===== config.mk =====
export PLATFORM = sky130hd
export DESIGN_NAME = sine_table_dual_duty_generator_top
export DESIGN_NICKNAME = d
export VERILOG_FILES = /design/src/hw/rtl/stdd_pkg.sv /design/src/hw/rtl/sine_table_dual_duty_generator_top.sv
export SDC_FILE = /design/constraint.sdc
export NUM_CORES = 2
export LEC_CHECK = 0
export BUFFER_PORTS_ARGS = -buffer_cell sky130_fd_sc_hd__buf_2
export CAP_MARGIN = 10
export CORE_ASPECT_RATIO = 1.75
export CORE_MARGIN = 1.5
export CORE_UTILIZATION = 40
export CTS_CLUSTER_DIAMETER = 200
export DETAILED_ROUTE_END_ITERATION = 16
export PLACE_DENSITY = 0.6
export SYNTH_ARGS = -nofsm -noshare
export SYNTH_HDL_FRONTEND = slang
export SYNTH_SLANG_ARGS = --single-unit
export TNS_END_PERCENT = 50

===== constraint.sdc =====
create_clock -name clk -period 5.25 [get_ports clk]
set_input_delay 0 -clock clk [delete_from_list [all_inputs] [get_ports clk]]
set_output_delay 0 -clock clk [all_outputs]
set_load 0.005 [all_outputs]

===== src/hw/rtl/stdd_pkg.sv =====
`timescale 1ns / 1ps
// ----------------------------------------------------------------------------
// stdd_pkg
// Shared types and constants of the sine table dual duty generator.
// ----------------------------------------------------------------------------
package stdd_pkg;

    // default sizes of the sample table
    localparam int TABLE_DEPTH_DEF  = 256;
    localparam int SAMPLE_WIDTH_DEF = 11;

    // fixed field widths
    localparam int REQ_W      = 2;
    localparam int INDEX_W    = 8;
    localparam int VALUE_W    = 11;
    localparam int GAIN_W     = 11;
    localparam int DIVISOR_W  = 10;
    localparam int LENGTH_W   = 9;
    localparam int OFFSET_W   = 8;
    localparam int POS_W      = 9;
    localparam int DUTY_W     = 12;
    localparam int IN_DATA_W  = 24;
    localparam int OUT_DATA_W = 32;
    localparam int CFG_IDX_W  = 3;
    localparam int CFG_DATA_W = 11;

    // output levels
    localparam int MID_LEVEL = 500;
    localparam int DUTY_MAX  = 4095;

    // register reset values
    localparam logic [DIVISOR_W-1:0] DIVISOR_RESET = 10'd512;
    localparam logic [LENGTH_W-1:0]  LENGTH_RESET  = 9'd256;

    // request kinds carried in tuser
    localparam logic [REQ_W-1:0] REQ_TICK  = 2'd0;
    localparam logic [REQ_W-1:0] REQ_SYNC  = 2'd1;
    localparam logic [REQ_W-1:0] REQ_WRITE = 2'd2;

    // configuration register indexes
    localparam logic [CFG_IDX_W-1:0] CFG_GAIN_A       = 3'd0;
    localparam logic [CFG_IDX_W-1:0] CFG_GAIN_B       = 3'd1;
    localparam logic [CFG_IDX_W-1:0] CFG_DIVISOR      = 3'd2;
    localparam logic [CFG_IDX_W-1:0] CFG_TABLE_LENGTH = 3'd3;
    localparam logic [CFG_IDX_W-1:0] CFG_SYNC_OFFSET  = 3'd4;
    localparam logic [CFG_IDX_W-1:0] CFG_PULSE_OFFSET = 3'd5;

    // sequencer states
    typedef enum logic [2:0] {
        ST_IDLE,
        ST_READ,
        ST_SETUP,
        ST_DIVIDE,
        ST_FINISH
    } state_t;

endpackage


===== src/hw/rtl/sine_table_dual_duty_generator_top.sv =====
`timescale 1ns / 1ps
// ----------------------------------------------------------------------------
// sine_table_dual_duty_generator_top
// Steps through a table of sine samples and scales each one into two
// saturated duty levels, with a sync level and a clip flag.
// ----------------------------------------------------------------------------
// A tick word passes the READ, SETUP, DIVIDE and FINISH states, with the
// two-bit-per-cycle restoring dividers working in DIVIDE; FINISH loads the
// result word once the output is free, and the next word is taken back in
// IDLE, where sync and table write words are taken without leaving it.
// Reset clears the step index, the sequencer and the configuration registers
// to reset values; the sample table is not cleared and must be written first.
module sine_table_dual_duty_generator_top #(
    parameter int TABLE_DEPTH  = stdd_pkg::TABLE_DEPTH_DEF,
    parameter int SAMPLE_WIDTH = stdd_pkg::SAMPLE_WIDTH_DEF
) (
    input  logic                             clk,
    input  logic                             rst_n,
    // input words
    input  logic                             s_tvalid,
    output logic                             s_tready,
    // entry_index[7:0], entry_value[18:8], zero pad
    input  logic [stdd_pkg::IN_DATA_W-1:0]   s_tdata,
    // req_type[1:0]
    input  logic [stdd_pkg::REQ_W-1:0]       s_tuser,
    // result words
    output logic                             m_tvalid,
    input  logic                             m_tready,
    // duty_a[11:0], duty_b[23:12], sync_level[24], clipped[25], zero pad
    output logic [stdd_pkg::OUT_DATA_W-1:0]  m_tdata,
    // configuration writes
    input  logic                             cfg_valid,
    output logic                             cfg_ready,
    input  logic [stdd_pkg::CFG_IDX_W-1:0]   cfg_index,
    input  logic [stdd_pkg::CFG_DATA_W-1:0]  cfg_data
);

    localparam int ADDR_W  = $clog2(TABLE_DEPTH);
    localparam int PROD_W  = SAMPLE_WIDTH + stdd_pkg::GAIN_W;
    localparam int MAG_W   = SAMPLE_WIDTH + stdd_pkg::GAIN_W - 1;
    localparam int ITER    = (MAG_W + 1) / 2;
    localparam int DIV_W   = 2 * ITER;
    localparam int CNT_W   = $clog2(ITER + 1);
    localparam int LVL_W   = MAG_W + 2;
    localparam int LEN_CAP = (TABLE_DEPTH > 511) ? 511 : TABLE_DEPTH;
    localparam int DV_W    = stdd_pkg::DIVISOR_W;
    localparam int P_W     = stdd_pkg::POS_W;
    localparam int D_W     = stdd_pkg::DUTY_W;

    // configuration registers
    logic signed [stdd_pkg::GAIN_W-1:0]   gain_a_reg;
    logic signed [stdd_pkg::GAIN_W-1:0]   gain_b_reg;
    logic        [DV_W-1:0]               divisor_reg;
    logic        [stdd_pkg::LENGTH_W-1:0] length_reg;
    logic        [stdd_pkg::OFFSET_W-1:0] sync_offset_reg;
    logic        [P_W-1:0]                pulse_offset_reg;

    // sequencer and step state
    stdd_pkg::state_t state_reg, state_next;
    logic [P_W-1:0]   step_reg;
    logic [CNT_W-1:0] count_reg;
    logic             sync_level_reg;

    // sample table
    logic [SAMPLE_WIDTH-1:0] mem [TABLE_DEPTH];
    logic [SAMPLE_WIDTH-1:0] rdata_reg;

    // datapath registers
    logic signed [PROD_W-1:0] prod_a_reg, prod_b_reg;
    logic                     neg_a_reg, neg_b_reg;
    logic [DIV_W-1:0]         dvd_a_reg, dvd_b_reg;
    logic [DV_W-1:0]          rem_a_reg, rem_b_reg;
    logic [DV_W-1:0]          divisor_eff_reg;

    // output register
    localparam int OUT_DATA_W_L = stdd_pkg::OUT_DATA_W;
    logic                      m_tvalid_reg;
    logic [OUT_DATA_W_L-1:0]   m_tdata_reg;

    // combinational signals
    logic                     in_accept;
    logic                     out_load;
    logic                     is_tick, is_sync, is_write;
    logic [stdd_pkg::INDEX_W-1:0] entry_index;
    logic signed [stdd_pkg::VALUE_W-1:0] entry_value;
    logic [P_W-1:0]           len_eff;
    logic [P_W-1:0]           pos_wrapped;
    logic [DV_W-1:0]          divisor_eff;
    logic signed [SAMPLE_WIDTH-1:0] sample;
    logic signed [PROD_W-1:0] prod_a_c, prod_b_c;
    logic [DV_W+DIV_W-1:0]    step_a, step_b;
    logic [D_W:0]             res_a, res_b;

    // two restoring division steps: returns remainder and shifted dividend
    function automatic logic [DV_W+DIV_W-1:0] div_step2(
        input logic [DV_W-1:0]  rem_in,
        input logic [DIV_W-1:0] dvd_in,
        input logic [DV_W-1:0]  d
    );
        logic [DV_W-1:0]  rem;
        logic [DIV_W-1:0] dvd;
        logic [DV_W:0]    trial;
        rem = rem_in;
        dvd = dvd_in;
        for (int k = 0; k < 2; k++)
        begin
            trial = {rem, dvd[DIV_W-1]};
            dvd   = {dvd[DIV_W-2:0], 1'b0};
            if (trial >= {1'b0, d})
            begin
                rem    = DV_W'(trial - {1'b0, d});
                dvd[0] = 1'b1;
            end
            else
            begin
                rem = DV_W'(trial);
            end
        end
        return {rem, dvd};
    endfunction

    // apply sign, add MID_LEVEL and saturate: returns clip flag and level
    function automatic logic [D_W:0] finish_level(
        input logic [MAG_W-1:0] quot,
        input logic             neg
    );
        logic signed [LVL_W-1:0] q;
        logic signed [LVL_W-1:0] lv;
        logic [D_W:0]            r;
        q  = LVL_W'(quot);
        lv = LVL_W'(stdd_pkg::MID_LEVEL) + (neg ? -q : q);
        if (lv < 0)
            r = {1'b1, D_W'(0)};
        else if (lv > LVL_W'(stdd_pkg::DUTY_MAX))
            r = {1'b1, D_W'(stdd_pkg::DUTY_MAX)};
        else
            r = {1'b0, D_W'(lv)};
        return r;
    endfunction

    // input word decode
    assign entry_index = s_tdata[stdd_pkg::INDEX_W-1:0];
    assign entry_value = s_tdata[stdd_pkg::INDEX_W +: stdd_pkg::VALUE_W];
    assign is_tick     = (s_tuser == stdd_pkg::REQ_TICK);
    assign is_sync     = (s_tuser == stdd_pkg::REQ_SYNC);
    assign is_write    = (s_tuser == stdd_pkg::REQ_WRITE);
    assign in_accept   = s_tvalid && s_tready;

    // effective length, wrapped step index and effective divisor
    always_comb
    begin
        if (length_reg == '0)
            len_eff = P_W'(1);
        else if (int'(length_reg) > TABLE_DEPTH)
            len_eff = P_W'(LEN_CAP);
        else
            len_eff = P_W'(length_reg);
        pos_wrapped = (step_reg >= len_eff) ? '0 : step_reg;
        divisor_eff = (divisor_reg == '0) ? DV_W'(1) : divisor_reg;
    end

    // sample read back and products
    assign sample   = rdata_reg;
    assign prod_a_c = PROD_W'(gain_a_reg) * PROD_W'(sample);
    assign prod_b_c = PROD_W'(gain_b_reg) * PROD_W'(sample);

    // divider steps and final levels
    assign step_a = div_step2(rem_a_reg, dvd_a_reg, divisor_eff_reg);
    assign step_b = div_step2(rem_b_reg, dvd_b_reg, divisor_eff_reg);
    assign res_a  = finish_level(dvd_a_reg[MAG_W-1:0], neg_a_reg);
    assign res_b  = finish_level(dvd_b_reg[MAG_W-1:0], neg_b_reg);

    // next state
    always_comb
    begin
        state_next = state_reg;
        case (state_reg)
            stdd_pkg::ST_IDLE:
            begin
                if (in_accept && is_tick)
                    state_next = stdd_pkg::ST_READ;
            end
            stdd_pkg::ST_READ:
                state_next = stdd_pkg::ST_SETUP;
            stdd_pkg::ST_SETUP:
                state_next = stdd_pkg::ST_DIVIDE;
            stdd_pkg::ST_DIVIDE:
            begin
                if (count_reg == '0)
                    state_next = stdd_pkg::ST_FINISH;
            end
            stdd_pkg::ST_FINISH:
            begin
                if (out_load)
                    state_next = stdd_pkg::ST_IDLE;
            end
            default:
                state_next = stdd_pkg::ST_IDLE;
        endcase
    end

    // sequencer outputs
    always_comb
    begin
        s_tready = 1'b0;
        out_load = 1'b0;
        case (state_reg)
            stdd_pkg::ST_IDLE:
                s_tready = 1'b1;
            stdd_pkg::ST_FINISH:
                out_load = !m_tvalid_reg || m_tready;
            default:
            begin
                s_tready = 1'b0;
                out_load = 1'b0;
            end
        endcase
    end

    // state register
    always_ff @(posedge clk or negedge rst_n)
    begin
        if (!rst_n)
            state_reg <= stdd_pkg::ST_IDLE;
        else
            state_reg <= state_next;
    end

    // configuration registers
    assign cfg_ready = 1'b1;

    always_ff @(posedge clk or negedge rst_n)
    begin
        if (!rst_n)
        begin
            gain_a_reg       <= '0;
            gain_b_reg       <= '0;
            divisor_reg      <= stdd_pkg::DIVISOR_RESET;
            length_reg       <= stdd_pkg::LENGTH_RESET;
            sync_offset_reg  <= '0;
            pulse_offset_reg <= '0;
        end
        else if (cfg_valid && cfg_ready)
        begin
            case (cfg_index)
                stdd_pkg::CFG_GAIN_A:       gain_a_reg       <= cfg_data;
                stdd_pkg::CFG_GAIN_B:       gain_b_reg       <= cfg_data;
                stdd_pkg::CFG_DIVISOR:      divisor_reg      <= cfg_data[DV_W-1:0];
                stdd_pkg::CFG_TABLE_LENGTH: length_reg       <= cfg_data[stdd_pkg::LENGTH_W-1:0];
                stdd_pkg::CFG_SYNC_OFFSET:  sync_offset_reg  <= cfg_data[stdd_pkg::OFFSET_W-1:0];
                stdd_pkg::CFG_PULSE_OFFSET: pulse_offset_reg <= cfg_data[P_W-1:0];
                default:
                begin
                end
            endcase
        end
    end

    // step index: reload on sync, advance on tick
    always_ff @(posedge clk or negedge rst_n)
    begin
        if (!rst_n)
            step_reg <= '0;
        else if (in_accept && is_sync)
            step_reg <= P_W'(sync_offset_reg);
        else if (in_accept && is_tick)
            step_reg <= pos_wrapped + P_W'(1);
    end

    // sample table: write port for table words, read port for ticks
    always_ff @(posedge clk)
    begin
        if (in_accept && is_write && (int'(entry_index) < TABLE_DEPTH))
            mem[ADDR_W'(entry_index)] <= SAMPLE_WIDTH'(entry_value);
        if (in_accept && is_tick)
            rdata_reg <= mem[ADDR_W'(pos_wrapped)];
    end

    // datapath: sync level, divisor, products, magnitudes, iterations
    always_ff @(posedge clk)
    begin
        if (in_accept && is_tick)
        begin
            sync_level_reg  <= !(pos_wrapped >= pulse_offset_reg);
            divisor_eff_reg <= divisor_eff;
        end
        case (state_reg)
            stdd_pkg::ST_READ:
            begin
                prod_a_reg <= prod_a_c;
                prod_b_reg <= prod_b_c;
            end
            stdd_pkg::ST_SETUP:
            begin
                neg_a_reg <= prod_a_reg[PROD_W-1];
                neg_b_reg <= prod_b_reg[PROD_W-1];
                dvd_a_reg <= DIV_W'(MAG_W'(prod_a_reg[PROD_W-1] ? -prod_a_reg : prod_a_reg));
                dvd_b_reg <= DIV_W'(MAG_W'(prod_b_reg[PROD_W-1] ? -prod_b_reg : prod_b_reg));
                rem_a_reg <= '0;
                rem_b_reg <= '0;
                count_reg <= CNT_W'(ITER - 1);
            end
            stdd_pkg::ST_DIVIDE:
            begin
                {rem_a_reg, dvd_a_reg} <= step_a;
                {rem_b_reg, dvd_b_reg} <= step_b;
                count_reg <= count_reg - CNT_W'(1);
            end
            default:
            begin
            end
        endcase
    end

    // output word valid
    always_ff @(posedge clk or negedge rst_n)
    begin
        if (!rst_n)
            m_tvalid_reg <= 1'b0;
        else if (out_load)
            m_tvalid_reg <= 1'b1;
        else if (m_tready)
            m_tvalid_reg <= 1'b0;
    end

    // output word payload
    always_ff @(posedge clk)
    begin
        if (out_load)
            m_tdata_reg <= OUT_DATA_W_L'({res_a[D_W] || res_b[D_W], sync_level_reg,
                                          res_b[D_W-1:0], res_a[D_W-1:0]});
    end

    assign m_tvalid = m_tvalid_reg;
    assign m_tdata  = m_tdata_reg;

endmodule


==> results_dict.tcl <==
set metrics [dict create \
    status "finished with violations" \
    failed_checks "max-slew violations, negative setup slack" \
    initial_utilization_pct 40.2 \
    final-hold-violation-count 0 \
    fin_crit_sh_pct 101 \
    r2r-start "rdata_reg[10]" \
    synth.top_cell.area_share_pct 66.9 \
    crit_required_ns 5.89 \
    worst-setup-path-type "reg2reg" \
    power_frac_seq_pct 32.1 \
    cts.clk_slew.worst_paths_ns 0.07 \
    synth_area_leaders "edfxtp_1, fa_1, mux2i_1" \
    power.density_mw_per_mm2 575 \
    pwr-share-comb_pct 45.0 \
    cp_max_fo 4 \
    antenna_found_initial 48 \
    clock_latency_ns 0.92 \
    final-max-slew-violation-count 57 \
    num_rows 280 \
    grt_usage_pct 29.1 \
    clock_skew_ns 0.0746 \
    gp_congestion 0.998 \
    ys.warnings.count 0 \
    p_leak_nw 54.6 \
    synth_most_common_cell "edfxtp_1" \
    first_pass_iters 8 \
    worst_slew_pin_slew_ns 1.58 \
    grt_pass1_wl_mm 688 \
    drt-initial-drc-count 10000 \
    worstSetupEndpoint "prod_a_reg[21]" \
    via_per_inst 6.02 \
    synth_cell_types 98 \
    wire_per_inst_um 33.7 \
    synthTopCellsByCount "edfxtp_1, nand2_1, nor2_1" \
    p_total_w 0.0905 \
    drive_above_1_share_pct 19.7 \
    synth-seq-area-share_pct 68.2 \
    avgSynthCellArea_um2 14.5 \
    overflow 0 \
    r2r-end "prod_a_reg[21]" \
    hold_class "in2reg" \
    critPathCaptureType "flip-flop" \
    vias 89000 \
    reg2reg_depth 18 \
    fmax_mhz 189 \
    maxCapViolations 0 \
    cp.arrival_ns 5.93 \
    cts_tree "yes" \
    regArea_mm2 0.0912 \
    die_h_um 768 \
    drc 0 \
    drt-total-wl_mm 498 \
    rsz0062_at_grt "yes" \
    rrSetupSlack_ns -0.04 \
    cts.sinks 3049 \
    worst_slack_ns -0.0368 \
    synthCells 9238 \
    finalSetupViolations 3 \
    largest_register_ffs 2816 \
    synth_edf_count 2978 \
    ir_drop_uv 744 \
    yosys.area.top_type "edfxtp_1" \
    portBuffers 67 \
    grt_pass1_vias 89800 \
    tns_ns -0.0509 \
    cts_max_path_buffers 4 \
    slew_headroom_pct -5.56 \
    netlist_area_mm2 0.134 \
    grt_max_degree 165 \
    ios 80 \
    startpoint "rdata_reg[10]" \
    period_needed_ns 5.29 \
    root_buffer "clkbuf_16" \
    areaGrowthSynthToFinish_pct 17.9 \
    htreeDepth 5 \
    cts_buffers 277 \
    core_area_mm2 0.332 \
    start_kind "flip-flop" \
    fillCellCount 28700 \
    nNetsFinal 10600 \
    ys_ff_latch 3049 \
    p_int_w 0.0557 \
    ant_nets 0 \
    synthArstFlopShare_pct 2.33 \
    die_area_mm2 0.338 \
    sw_frac_of_total_pct 38.5 \
    die_width_um 440 \
    pwr-share-clk_pct 22.9 \
    multi_input_comb_area_mm2 0.0396 \
    dp_hpwl_mm 337 \
    synth_ff_type "edfxtp_1" \
    p_switching_w 0.0348 \
]
[critical path, stage by stage (launching register included)]
cell	delay (ns)
edfxtp_1	0.52
buf_6	0.16
nand2b_4	0.05
fa_1	0.48
fa_1	0.55
inv_1	0.05
fa_1	0.48
fa_1	0.51
inv_1	0.05
fa_1	0.51
inv_2	0.05
ha_4	0.17
o41ai_4	0.42
buf_4	0.20
o21bai_4	0.06
o21ai_2	0.19
o21ai_2	0.09
o41ai_2	0.32
xnor2_1	0.15
[timing repair]
| item | in CTS | in global routing |
|---|---|---|
| hold buffers | 52 | 0 |
| setup endpoints to repair | 38 | 46 |
| pin swaps | 8 | 43 |
| buffers inserted | 2 | 18 |
| endpoints found under the hold margin | 1460 | 0 |
| resized for setup | 35 | 99 |
[placed cells by master (no fill, tap or decap), types with 75 or more instances in the layout]
cell / Yosys / routed
a211oi_1: 82 / 75
nand2_1: 900 / 891
o221ai_1: 149 / 149
buf_12: 1 / 121
clkbuf_16: 0 / 287
mux2_2: 189 / 189
xnor2_1: 101 / 101
o211ai_1: 79 / 79
nor3_1: 96 / 92
nor2_1: 569 / 552
edfxtp_1: 2978 / 2978
nand3_1: 189 / 185
and2_1: 118 / 113
mux4_2: 94 / 94
buf_4: 7 / 960
a31oi_1: 87 / 84
o22ai_1: 128 / 127
mux2i_1: 407 / 405
ha_1: 162 / 156
o21ai_0: 322 / 297
a21oi_1: 336 / 325
inv_1: 385 / 376
fa_1: 238 / 235
[per-stage QoR]
step           std cells  area (um^2)  util [%]  hold slack, ns  worst slack [ns]
3_5_place_dp       14200       147000      44.3        -0.00358            -0.697
6_report           14800       157000      47.4          0.0359           -0.0368
5_1_grt            14800       157000      47.4          0.0547            -0.176
3_3_place_gp       14200       147000      44.3         -0.0166            -0.586
4_1_cts            14700       157000      47.2         0.00946           -0.0875
2_1_floorplan       9243       134000         -          -0.296           -0.0114
[final cells by class]
cell class | count | area share (%)
timing repair buffer | 1211 | 6.81
antenna | 22 | 0.0350
sequential | 3049 | 57.9
clock buffer | 337 | 4.69
inverter | 390 | 0.953
clock inverter | 157 | 1.00
multi-input combinational | 5243 | 25.1
tap | 4371 | 3.47
[power groups by stage]
stage	combinational, W	clock, W	sequential [W]
after floorplan	0.0207	0	0.0292
after global placement	0.0375	0	0.0295
after detailed placement	0.0381	0	0.0296
after CTS	0.0388	0.0208	0.0290
after global routing	0.0431	0.0217	0.0291
final	0.0407	0.0207	0.0291
[cell families after synthesis]
| kind of cell | synth area share (%) |
|---|---|
| fa+ha+maj | 5.08 |
| other cells | 0.00562 |
| compound gates | 9.24 |
| simple gates | 7.41 |
| mux | 6.23 |
| xor+xnor | 1.03 |
| buf+inv | 2.76 |
| flops | 68.2 |
[worst min-delay path by stage]
stage | cells past startpoint | startpoint | endpoint | slack, ns
floorplan | 0 | rst_n | divisor_reg[0] | -0.30
finish | 3 | cfg_data[10] | gain_b_reg[10] | 0.04
CTS | 3 | cfg_data[10] | gain_b_reg[10] | 0.009
global route | 3 | cfg_data[10] | gain_b_reg[10] | 0.05
detailed placement | 1 | rst_n | m_tvalid | -0.004
global placement | 1 | rst_n | m_tvalid | -0.02
[per-layer routing]
layer	share of wire [%]	up-vias	GRT usage, %
li1	-	37000	-
met1	31	45300	30.1
met2	50	4941	50.4
met3	8.1	1668	5.46
met4	11	30	25.0
met5	0.041	-	0
Note: power is estimated with default switching activity, not from simulation.
